## src/sv/fed_pkg.sv

```systemverilog
// Shared types and constants of the frame-wise Euclidean distance scorer.
package fed_pkg;

    // Field and datapath widths
    localparam int COEF_W   = 16;
    localparam int DIFF_W   = COEF_W + 1;
    localparam int SQ_W     = 2 * DIFF_W;
    localparam int SUM_W    = 38;
    localparam int DIST_W   = 19;
    localparam int TOTAL_W  = 29;
    localparam int ZD_W     = 29;
    localparam int SCORE_W  = 16;
    localparam int HUND_W   = 15;
    localparam int PROD_W   = TOTAL_W + HUND_W;
    localparam int STEP_W   = 6;

    // Iteration counts of the shared step counter
    localparam int ROOT_STEPS = DIST_W;
    localparam int DIV_STEPS  = PROD_W;

    // Score constants, Q8.8 percent
    localparam logic [HUND_W-1:0]  HUNDRED_Q88 = 15'd25600;
    localparam logic [SCORE_W-1:0] SCORE_MIN   = 16'h8000;
    localparam logic [PROD_W-1:0]  SCORE_SAT   = 44'd58368;
    localparam logic [ZD_W-1:0]    ZD_RESET    = 29'd256;

    // Controller states
    typedef enum logic [3:0] {
        S_IDLE,
        S_SQUARE,
        S_ACCUM,
        S_ROOT_LOAD,
        S_ROOT,
        S_TOTAL,
        S_SCALE,
        S_DIVIDE,
        S_EMIT
    } t_state;

    // Controller to datapath
    typedef struct packed {
        logic in_load;
        logic sq_load;
        logic acc_load;
        logic root_load;
        logic root_step;
        logic total_load;
        logic scale_load;
        logic div_step;
        logic out_load;
    } t_dp_cmd;

    // Datapath to controller
    typedef struct packed {
        logic frame_done;
        logic seq_end;
        logic step_last;
        logic out_free;
    } t_dp_sts;

endpackage

```

## src/sv/fed_ctrl.sv

```systemverilog
// Sequencing state machine of the frame-wise Euclidean distance scorer.
module fed_ctrl import fed_pkg::*; (
    input  logic    i_clk,
    input  logic    i_rst_n,
    input  logic    i_in_valid,
    output logic    o_in_ready,
    input  t_dp_sts i_sts,
    output t_dp_cmd o_cmd
);

    t_state r_state;
    t_state n_state;

    // State register
    always_ff @(posedge i_clk) begin
        if (!i_rst_n) begin
            r_state <= S_IDLE;
        end else begin
            r_state <= n_state;
        end
    end

    // Next state
    always_comb begin
        n_state = r_state;
        unique case (r_state)
            S_IDLE: begin
                if (i_in_valid) n_state = S_SQUARE;
            end
            S_SQUARE: begin
                n_state = S_ACCUM;
            end
            S_ACCUM: begin
                n_state = i_sts.frame_done ? S_ROOT_LOAD : S_IDLE;
            end
            S_ROOT_LOAD: begin
                n_state = S_ROOT;
            end
            S_ROOT: begin
                if (i_sts.step_last) n_state = S_TOTAL;
            end
            S_TOTAL: begin
                n_state = i_sts.seq_end ? S_SCALE : S_EMIT;
            end
            S_SCALE: begin
                n_state = S_DIVIDE;
            end
            S_DIVIDE: begin
                if (i_sts.step_last) n_state = S_EMIT;
            end
            S_EMIT: begin
                if (i_sts.out_free) n_state = S_IDLE;
            end
            default: begin
                n_state = S_IDLE;
            end
        endcase
    end

    // Outputs
    always_comb begin
        o_cmd      = '0;
        o_in_ready = 1'b0;
        unique case (r_state)
            S_IDLE: begin
                o_in_ready    = 1'b1;
                o_cmd.in_load = i_in_valid;
            end
            S_SQUARE:    o_cmd.sq_load    = 1'b1;
            S_ACCUM:     o_cmd.acc_load   = 1'b1;
            S_ROOT_LOAD: o_cmd.root_load  = 1'b1;
            S_ROOT:      o_cmd.root_step  = 1'b1;
            S_TOTAL:     o_cmd.total_load = 1'b1;
            S_SCALE:     o_cmd.scale_load = 1'b1;
            S_DIVIDE:    o_cmd.div_step   = 1'b1;
            S_EMIT:      o_cmd.out_load   = i_sts.out_free;
            default: begin
                o_cmd = '0;
            end
        endcase
    end

    // Iterative phases stay put until the step counter runs out
    a_root_holds: assert property (@(posedge i_clk) disable iff (!i_rst_n)
        (r_state == S_ROOT) && !i_sts.step_last |=> (r_state == S_ROOT))
        else $error("square root left early");

    a_div_holds: assert property (@(posedge i_clk) disable iff (!i_rst_n)
        (r_state == S_DIVIDE) && !i_sts.step_last |=> (r_state == S_DIVIDE))
        else $error("divide left early");

    a_emit_waits: assert property (@(posedge i_clk) disable iff (!i_rst_n)
        (r_state == S_EMIT) && !i_sts.out_free |=> (r_state == S_EMIT))
        else $error("result dropped while output busy");

endmodule

```

## src/sv/fed_dp.sv

```systemverilog
// Datapath: difference squaring, frame sum, iterative root and divide, output register.
module fed_dp import fed_pkg::*; (
    input  logic                      i_clk,
    input  logic                      i_rst_n,
    input  logic                      i_cfg_wr_en,
    input  logic [ZD_W-1:0]           i_cfg_wr_data,
    input  logic signed [COEF_W-1:0]  i_target_coef,
    input  logic signed [COEF_W-1:0]  i_result_coef,
    input  logic                      i_frame_end,
    input  logic                      i_sequence_end,
    input  t_dp_cmd                   i_cmd,
    output t_dp_sts                   o_sts,
    output logic                      o_out_valid,
    input  logic                      i_out_ready,
    output logic [DIST_W-1:0]         o_frame_distance,
    output logic [TOTAL_W-1:0]        o_total_difference,
    output logic signed [SCORE_W-1:0] o_score,
    output logic                      o_is_final
);

    // Control and state registers
    logic [ZD_W-1:0]    r_zd;
    logic [SUM_W-1:0]   r_sum;
    logic [TOTAL_W-1:0] r_total;
    logic               r_out_valid;

    // Working registers
    logic [DIFF_W-1:0]  r_ad;
    logic               r_frame_end;
    logic               r_seq_end;
    logic [SQ_W-1:0]    r_sq;
    logic [SUM_W-1:0]   r_rem;
    logic [SUM_W-1:0]   r_res;
    logic [STEP_W-1:0]  r_step;
    logic [ZD_W-1:0]    r_div_rem;
    logic [PROD_W-1:0]  r_quot;

    logic signed [DIFF_W-1:0] w_diff;
    logic [DIFF_W-1:0]        w_ad;
    logic [SUM_W:0]           w_sum_add;
    logic [SUM_W-1:0]         n_sum;
    logic [TOTAL_W:0]         w_total_add;
    logic [TOTAL_W-1:0]       n_total;
    logic [SUM_W-1:0]         w_bit;
    logic [SUM_W:0]           w_trial;
    logic                     w_take;
    logic [ZD_W-1:0]          w_divisor;
    logic [ZD_W:0]            w_div_shift;
    logic                     w_div_take;
    logic [SCORE_W:0]         w_score_raw;
    logic [SCORE_W-1:0]       w_score;

    // Absolute difference of the incoming pair
    assign w_diff = DIFF_W'(i_target_coef) - DIFF_W'(i_result_coef);
    assign w_ad   = w_diff[DIFF_W-1] ? DIFF_W'(-w_diff) : DIFF_W'(w_diff);

    // Saturating frame sum
    assign w_sum_add = {1'b0, r_sum} + (SUM_W+1)'(r_sq);
    assign n_sum     = w_sum_add[SUM_W] ? {SUM_W{1'b1}} : w_sum_add[SUM_W-1:0];

    // Saturating running total
    assign w_total_add = {1'b0, r_total} + (TOTAL_W+1)'(r_res[DIST_W-1:0]);
    assign n_total     = w_total_add[TOTAL_W] ? {TOTAL_W{1'b1}} : w_total_add[TOTAL_W-1:0];

    // One root digit per step: trial bit is four to the step index
    assign w_bit   = SUM_W'(1) << {r_step[STEP_W-2:0], 1'b0};
    assign w_trial = {1'b0, r_res} + {1'b0, w_bit};
    assign w_take  = ({1'b0, r_rem} >= w_trial);

    // One quotient bit per step, zero normalizer treated as one
    assign w_divisor   = (r_zd == '0) ? ZD_W'(1) : r_zd;
    assign w_div_shift = {r_div_rem, r_quot[PROD_W-1]};
    assign w_div_take  = (w_div_shift >= {1'b0, w_divisor});

    // Score from the quotient, saturated low
    assign w_score_raw = (SCORE_W+1)'(HUNDRED_Q88) - {1'b0, r_quot[SCORE_W-1:0]};
    assign w_score     = (r_quot > SCORE_SAT) ? SCORE_MIN : w_score_raw[SCORE_W-1:0];

    // Register, sums and output valid
    always_ff @(posedge i_clk) begin
        if (!i_rst_n) begin
            r_zd        <= ZD_RESET;
            r_sum       <= '0;
            r_total     <= '0;
            r_out_valid <= 1'b0;
        end else begin
            if (i_cfg_wr_en) r_zd <= i_cfg_wr_data;
            if (i_cmd.acc_load) r_sum <= n_sum;
            if (i_cmd.total_load) r_total <= n_total;
            if (i_cmd.out_load) begin
                r_sum <= '0;
                if (r_seq_end) r_total <= '0;
            end
            if (i_cmd.out_load) begin
                r_out_valid <= 1'b1;
            end else if (i_out_ready) begin
                r_out_valid <= 1'b0;
            end
        end
    end

    // Working registers and output payload
    always_ff @(posedge i_clk) begin
        if (i_cmd.in_load) begin
            r_ad        <= w_ad;
            r_frame_end <= i_frame_end;
            r_seq_end   <= i_sequence_end;
        end
        if (i_cmd.sq_load) r_sq <= r_ad * r_ad;
        if (i_cmd.root_load) begin
            r_rem  <= r_sum;
            r_res  <= '0;
            r_step <= STEP_W'(ROOT_STEPS - 1);
        end else if (i_cmd.root_step) begin
            if (w_take) begin
                r_rem <= r_rem - w_trial[SUM_W-1:0];
                r_res <= (r_res >> 1) + w_bit;
            end else begin
                r_res <= r_res >> 1;
            end
            r_step <= r_step - STEP_W'(1);
        end
        if (i_cmd.scale_load) begin
            r_quot    <= PROD_W'(r_total) * PROD_W'(HUNDRED_Q88);
            r_div_rem <= '0;
            r_step    <= STEP_W'(DIV_STEPS - 1);
        end else if (i_cmd.div_step) begin
            if (w_div_take) begin
                r_div_rem <= ZD_W'(w_div_shift - {1'b0, w_divisor});
            end else begin
                r_div_rem <= w_div_shift[ZD_W-1:0];
            end
            r_quot <= {r_quot[PROD_W-2:0], w_div_take};
            r_step <= r_step - STEP_W'(1);
        end
        if (i_cmd.out_load) begin
            o_frame_distance   <= r_res[DIST_W-1:0];
            o_total_difference <= r_total;
            o_score            <= r_seq_end ? w_score : '0;
            o_is_final         <= r_seq_end;
        end
    end

    // Status
    assign o_sts.frame_done = r_frame_end | r_seq_end;
    assign o_sts.seq_end    = r_seq_end;
    assign o_sts.step_last  = (r_step == '0);
    assign o_sts.out_free   = !r_out_valid || i_out_ready;
    assign o_out_valid      = r_out_valid;

    a_load_when_free: assert property (@(posedge i_clk) disable iff (!i_rst_n)
        i_cmd.out_load |-> (!r_out_valid || i_out_ready))
        else $error("output register overwritten");

    a_sum_cleared: assert property (@(posedge i_clk) disable iff (!i_rst_n)
        i_cmd.out_load |=> (r_sum == '0))
        else $error("frame sum not cleared after result");

    a_total_cleared: assert property (@(posedge i_clk) disable iff (!i_rst_n)
        i_cmd.out_load && r_seq_end |=> (r_total == '0))
        else $error("running total not cleared at sequence end");

endmodule

```

## src/sv/framewise_euclidean_distance_score.sv

```systemverilog
// Top level of the frame-wise Euclidean distance scorer.
//
//  channel  | handshake                  | payload
//  ---------+----------------------------+---------------------------------------------
//  input    | i_in_valid / o_in_ready    | target_coef, result_coef, frame_end, seq_end
//  output   | o_out_valid / i_out_ready  | frame_distance, total_difference, score, final
//  config   | i_cfg_wr_en                | i_cfg_wr_data (zero_difference)
//
// A coefficient pair passes through accept, square and accumulate.
// A frame end adds root load, 19 square-root steps, total and emit.
// A sequence end adds a scale multiply and 44 restoring-divide steps.
// Emit waits while the output register still holds an untaken transaction.
// Reset is synchronous; there is no clearing pass.
module framewise_euclidean_distance_score import fed_pkg::*; (
    input  logic                      i_clk,
    input  logic                      i_rst_n,
    input  logic                      i_cfg_wr_en,
    input  logic [ZD_W-1:0]           i_cfg_wr_data,
    input  logic                      i_in_valid,
    output logic                      o_in_ready,
    input  logic signed [COEF_W-1:0]  i_target_coef,
    input  logic signed [COEF_W-1:0]  i_result_coef,
    input  logic                      i_frame_end,
    input  logic                      i_sequence_end,
    output logic                      o_out_valid,
    input  logic                      i_out_ready,
    output logic [DIST_W-1:0]         o_frame_distance,
    output logic [TOTAL_W-1:0]        o_total_difference,
    output logic signed [SCORE_W-1:0] o_score,
    output logic                      o_is_final
);

    t_dp_cmd w_cmd;
    t_dp_sts w_sts;

    // Sequencer
    fed_ctrl u_ctrl (
        .i_clk      (i_clk),
        .i_rst_n    (i_rst_n),
        .i_in_valid (i_in_valid),
        .o_in_ready (o_in_ready),
        .i_sts      (w_sts),
        .o_cmd      (w_cmd)
    );

    // Arithmetic and output register
    fed_dp u_dp (
        .i_clk              (i_clk),
        .i_rst_n            (i_rst_n),
        .i_cfg_wr_en        (i_cfg_wr_en),
        .i_cfg_wr_data      (i_cfg_wr_data),
        .i_target_coef      (i_target_coef),
        .i_result_coef      (i_result_coef),
        .i_frame_end        (i_frame_end),
        .i_sequence_end     (i_sequence_end),
        .i_cmd              (w_cmd),
        .o_sts              (w_sts),
        .o_out_valid        (o_out_valid),
        .i_out_ready        (i_out_ready),
        .o_frame_distance   (o_frame_distance),
        .o_total_difference (o_total_difference),
        .o_score            (o_score),
        .o_is_final         (o_is_final)
    );

endmodule
```

## config.mk

```make
export PLATFORM = sky130hd
export DESIGN_NAME = framewise_euclidean_distance_score
export DESIGN_NICKNAME = d
export VERILOG_FILES = /design/src/sv/fed_pkg.sv /design/src/sv/fed_ctrl.sv /design/src/sv/fed_dp.sv /design/src/sv/framewise_euclidean_distance_score.sv
export SDC_FILE = /design/constraint.sdc
export NUM_CORES = 2
export LEC_CHECK = 0
export ABC_CLOCK_PERIOD_IN_PS = 10700
export BUFFER_PORTS_ARGS = -buffer_cell sky130_fd_sc_hd__clkbuf_2
export CAP_MARGIN = 20
export CORE_MARGIN = 2
export CORE_UTILIZATION = 50
export DETAILED_ROUTE_END_ITERATION = 7
export PLACE_DENSITY_LB_ADDON = 0.12
export SLEW_MARGIN = 20
export SYNTH_ARGS = -nofsm -noshare
export SYNTH_HDL_FRONTEND = slang
export SYNTH_SLANG_ARGS = --single-unit
```

## constraint.sdc

```tcl
create_clock -name i_clk -period 10.7 [get_ports i_clk]
set_clock_uncertainty 0.05 [all_clocks]
set_input_delay 1.07 -clock i_clk [delete_from_list [all_inputs] [get_ports i_clk]]
set_output_delay 1.07 -clock i_clk [all_outputs]
set_load 0.01 [all_outputs]
```

==> results_dict.tcl <==
set metrics [dict create \
    outcome "finished clean" \
    grt_util_all_layers 0.231 \
    die_area_um2 71800 \
    wl_mm 82.5 \
    synthFlopType "edfxtp_1" \
    vias_per_cell 5.50 \
    synth_edf_count 189 \
    coreArea_um2 68800 \
    placed_cell_area_um2 36400 \
    die_y_um 268 \
    synth_nets 4572 \
    hold_viol 0 \
    post-route-drc-count 0 \
    start_util 0.506 \
    final_common_cell "inv_1" \
    cts_resized 0 \
    synth_area_um2 34800 \
    num_rows 96 \
    cts_sinks 373 \
    clockRootBuffer "clkbuf_16" \
    cts.clk_slew.worst_paths_ns 0.06 \
    fmax_ghz 0.142 \
    max-clock-path-buffers 3 \
    fp.dieW_um 268 \
    hpwl_mm 63.7 \
    antennaDiodeCount 0 \
    area_delta_synth_final_pct 8.83 \
    port-buffer-count 134 \
    insertion_delay_ns 0.61 \
    max_stage_delay_ns 0.62 \
    grt_pass1_vias 26565 \
    dp_cells 4868 \
    layout_min_cycle_time_ns 7.06 \
    ys_seq_area_frac 0.269 \
    drt_iter0_markers 1683 \
    setup_viol_count_final 0 \
    dr_total_vias 27218 \
    firstDrtPassIters 5 \
    drive_above_1_share 0.0692 \
    rsz0062_at_grt "false" \
    final-max-slew-violation-count 0 \
    end_kind "flop" \
    fin_cells 4950 \
    tritoncts "yes" \
    maxCapViolCount 0 \
    ant_nets 0 \
    tightestPinTransition_ns 1.16 \
    antenna_found_initial 1 \
    yosys_warnings 0 \
    synth.distinct_cells 75 \
    layout_common_cells "517 x inv_1, 382 x ha_1, 308 x nand2_1" \
    cts_setup_buffers 0 \
    layout_worst_path_cycle_share 0.660 \
    cp_data_required_time_ns 10.86 \
    place_congestion 0.873 \
    synthCells 3902 \
    cp-start-kind "flop" \
    cts_buffers 45 \
    cts_hold_buf 0 \
    final_nets 4654 \
    finalSetupTns_ns 0 \
    ys_ff_latch 373 \
    htreeDepth 2 \
    critical_path_class "reg2reg" \
    fill_cells 6356 \
    boundaryPins 135 \
    final_area_um2 37900 \
    critPathSlowestCell "or2_1" \
    hp-class "reg2reg" \
    slew_headroom 0.221 \
    grt_pass1_wl_mm 135 \
    crit_arrival_ns 7.22 \
    post_drt_wl_per_cell_um 16.7 \
    grt.overflow.total 0 \
    grt_max_degree 90 \
    avgSynthCellArea_um2 8.93 \
    cp_max_fo 38 \
    async_flop_share 0 \
]
-- synth_stat cells, types with 8 or more instances --
cell      number  area share
o31ai_1       23      0.0050
mux2i_1       68       0.020
and3_1        34      0.0061
nor2_1       210       0.023
inv_1        517       0.056
or3_1         20      0.0036
o21ai_0      254       0.037
o21bai_1      41      0.0088
clkbuf_1     111       0.012
nand2_1      309       0.033
nand2b_1      33      0.0059
and2_1        76       0.014
nor3_1        85       0.012
ha_1         382        0.14
a22o_1        19      0.0048
o22ai_1        9      0.0016
a21oi_1      274       0.039
a211o_1       13      0.0033
xor2_1       102       0.026
o31a_1         8      0.0020
xnor2_1      159       0.040
nor4_1        29      0.0052
a221oi_1      20      0.0050
a211oi_1      37      0.0080
nor2b_1       66       0.012
dfxtp_1      184        0.11
edfxtp_1     189        0.16
a31o_2        13      0.0033
a31oi_1       40      0.0072
o211ai_1      15      0.0032
a21boi_0      12      0.0026
o21a_1        41      0.0088
nand4_1       23      0.0041
fa_1         220        0.13
nor3b_1        9      0.0019
nand3_1       52      0.0075
a21o_1        81       0.017
-- per-stage QoR --
step | utilization | setup WS (ns) | hold slack (ns)
after global routing | 0.551 | 3.04 | 0.480
after floorplan | - | 2.83 | 0.385
after detailed placement | 0.529 | 3.70 | 0.430
final | 0.551 | 3.64 | 0.431
after CTS | 0.551 | 3.68 | 0.439
after global placement | 0.529 | 3.73 | 0.423
-- state kept, by name, summed over array words and instances (netlist names), 29 cells and up --
name,cells
u_dp.r_rem,38
u_dp.r_sum,38
u_dp.o_total_difference,29
u_dp.r_sq,33
u_dp.r_quot,44
u_dp.r_res,38
u_dp.r_div_rem,29
u_dp.r_zd,29
u_dp.r_total,29
-- logic make-up (layout without fill, tap and decap cells) --
family                     count (synthesis)  in the layout  synth area share
and+or+nand+nor                          977            977             0.135
AOI/OAI and AO/OA                        976            976             0.176
DFF                                      373            373             0.269
xor gates and xnor gates                 261            261            0.0656
adders and majority gates                604            604             0.264
buffers and inverters                    641            758            0.0695
muxes                                     70             70            0.0202
-- worst paths after layout --
kind,from,to,slack (ns),cells after the start
worst max register to register,u_dp.r_step[0],u_dp.r_rem[24],3.64,26
worst min register to register,u_dp.r_div_rem[2],u_dp.r_div_rem[2],0.43,2
worst max-delay path,u_dp.r_step[0],u_dp.r_rem[24],3.64,26
worst min-delay path,u_dp.r_div_rem[2],u_dp.r_div_rem[2],0.43,2
-- worst max-delay path: cells and delay by family (launching register included) --
kind	cells	cell delay [ns]
DFF	1	0.45
AOI/OAI and AO/OA	10	2.08
buffers and inverters	3	0.84
and+or+nand+nor	9	2.00
adders and majority gates	3	0.98
xor gates and xnor gates	1	0.19
-- cell type report --
cell class	count	area, um^2	area share
clock buffer	54	1180	0.0311
multi-input combinational	2888	23100	0.610
inverter	517	1940	0.0512
sequential	373	9360	0.247
tap	931	1160	0.0307
clock inverter	28	275	0.00726
timing repair buffer	159	858	0.0226
-- metal layers --
metal	wire length [um]	vias to the layer above	GRT usage
met3	3450	102	0.0271
li1	-	13714	-
met2	37200	518	0.380
met4	1540	2	0.0483
met5	13	-	0
met1	40300	12882	0.327
Power is left out: the tool's default activity adds up to more than one toggle a clock period on the data nets, which glitch-free logic cannot reach.
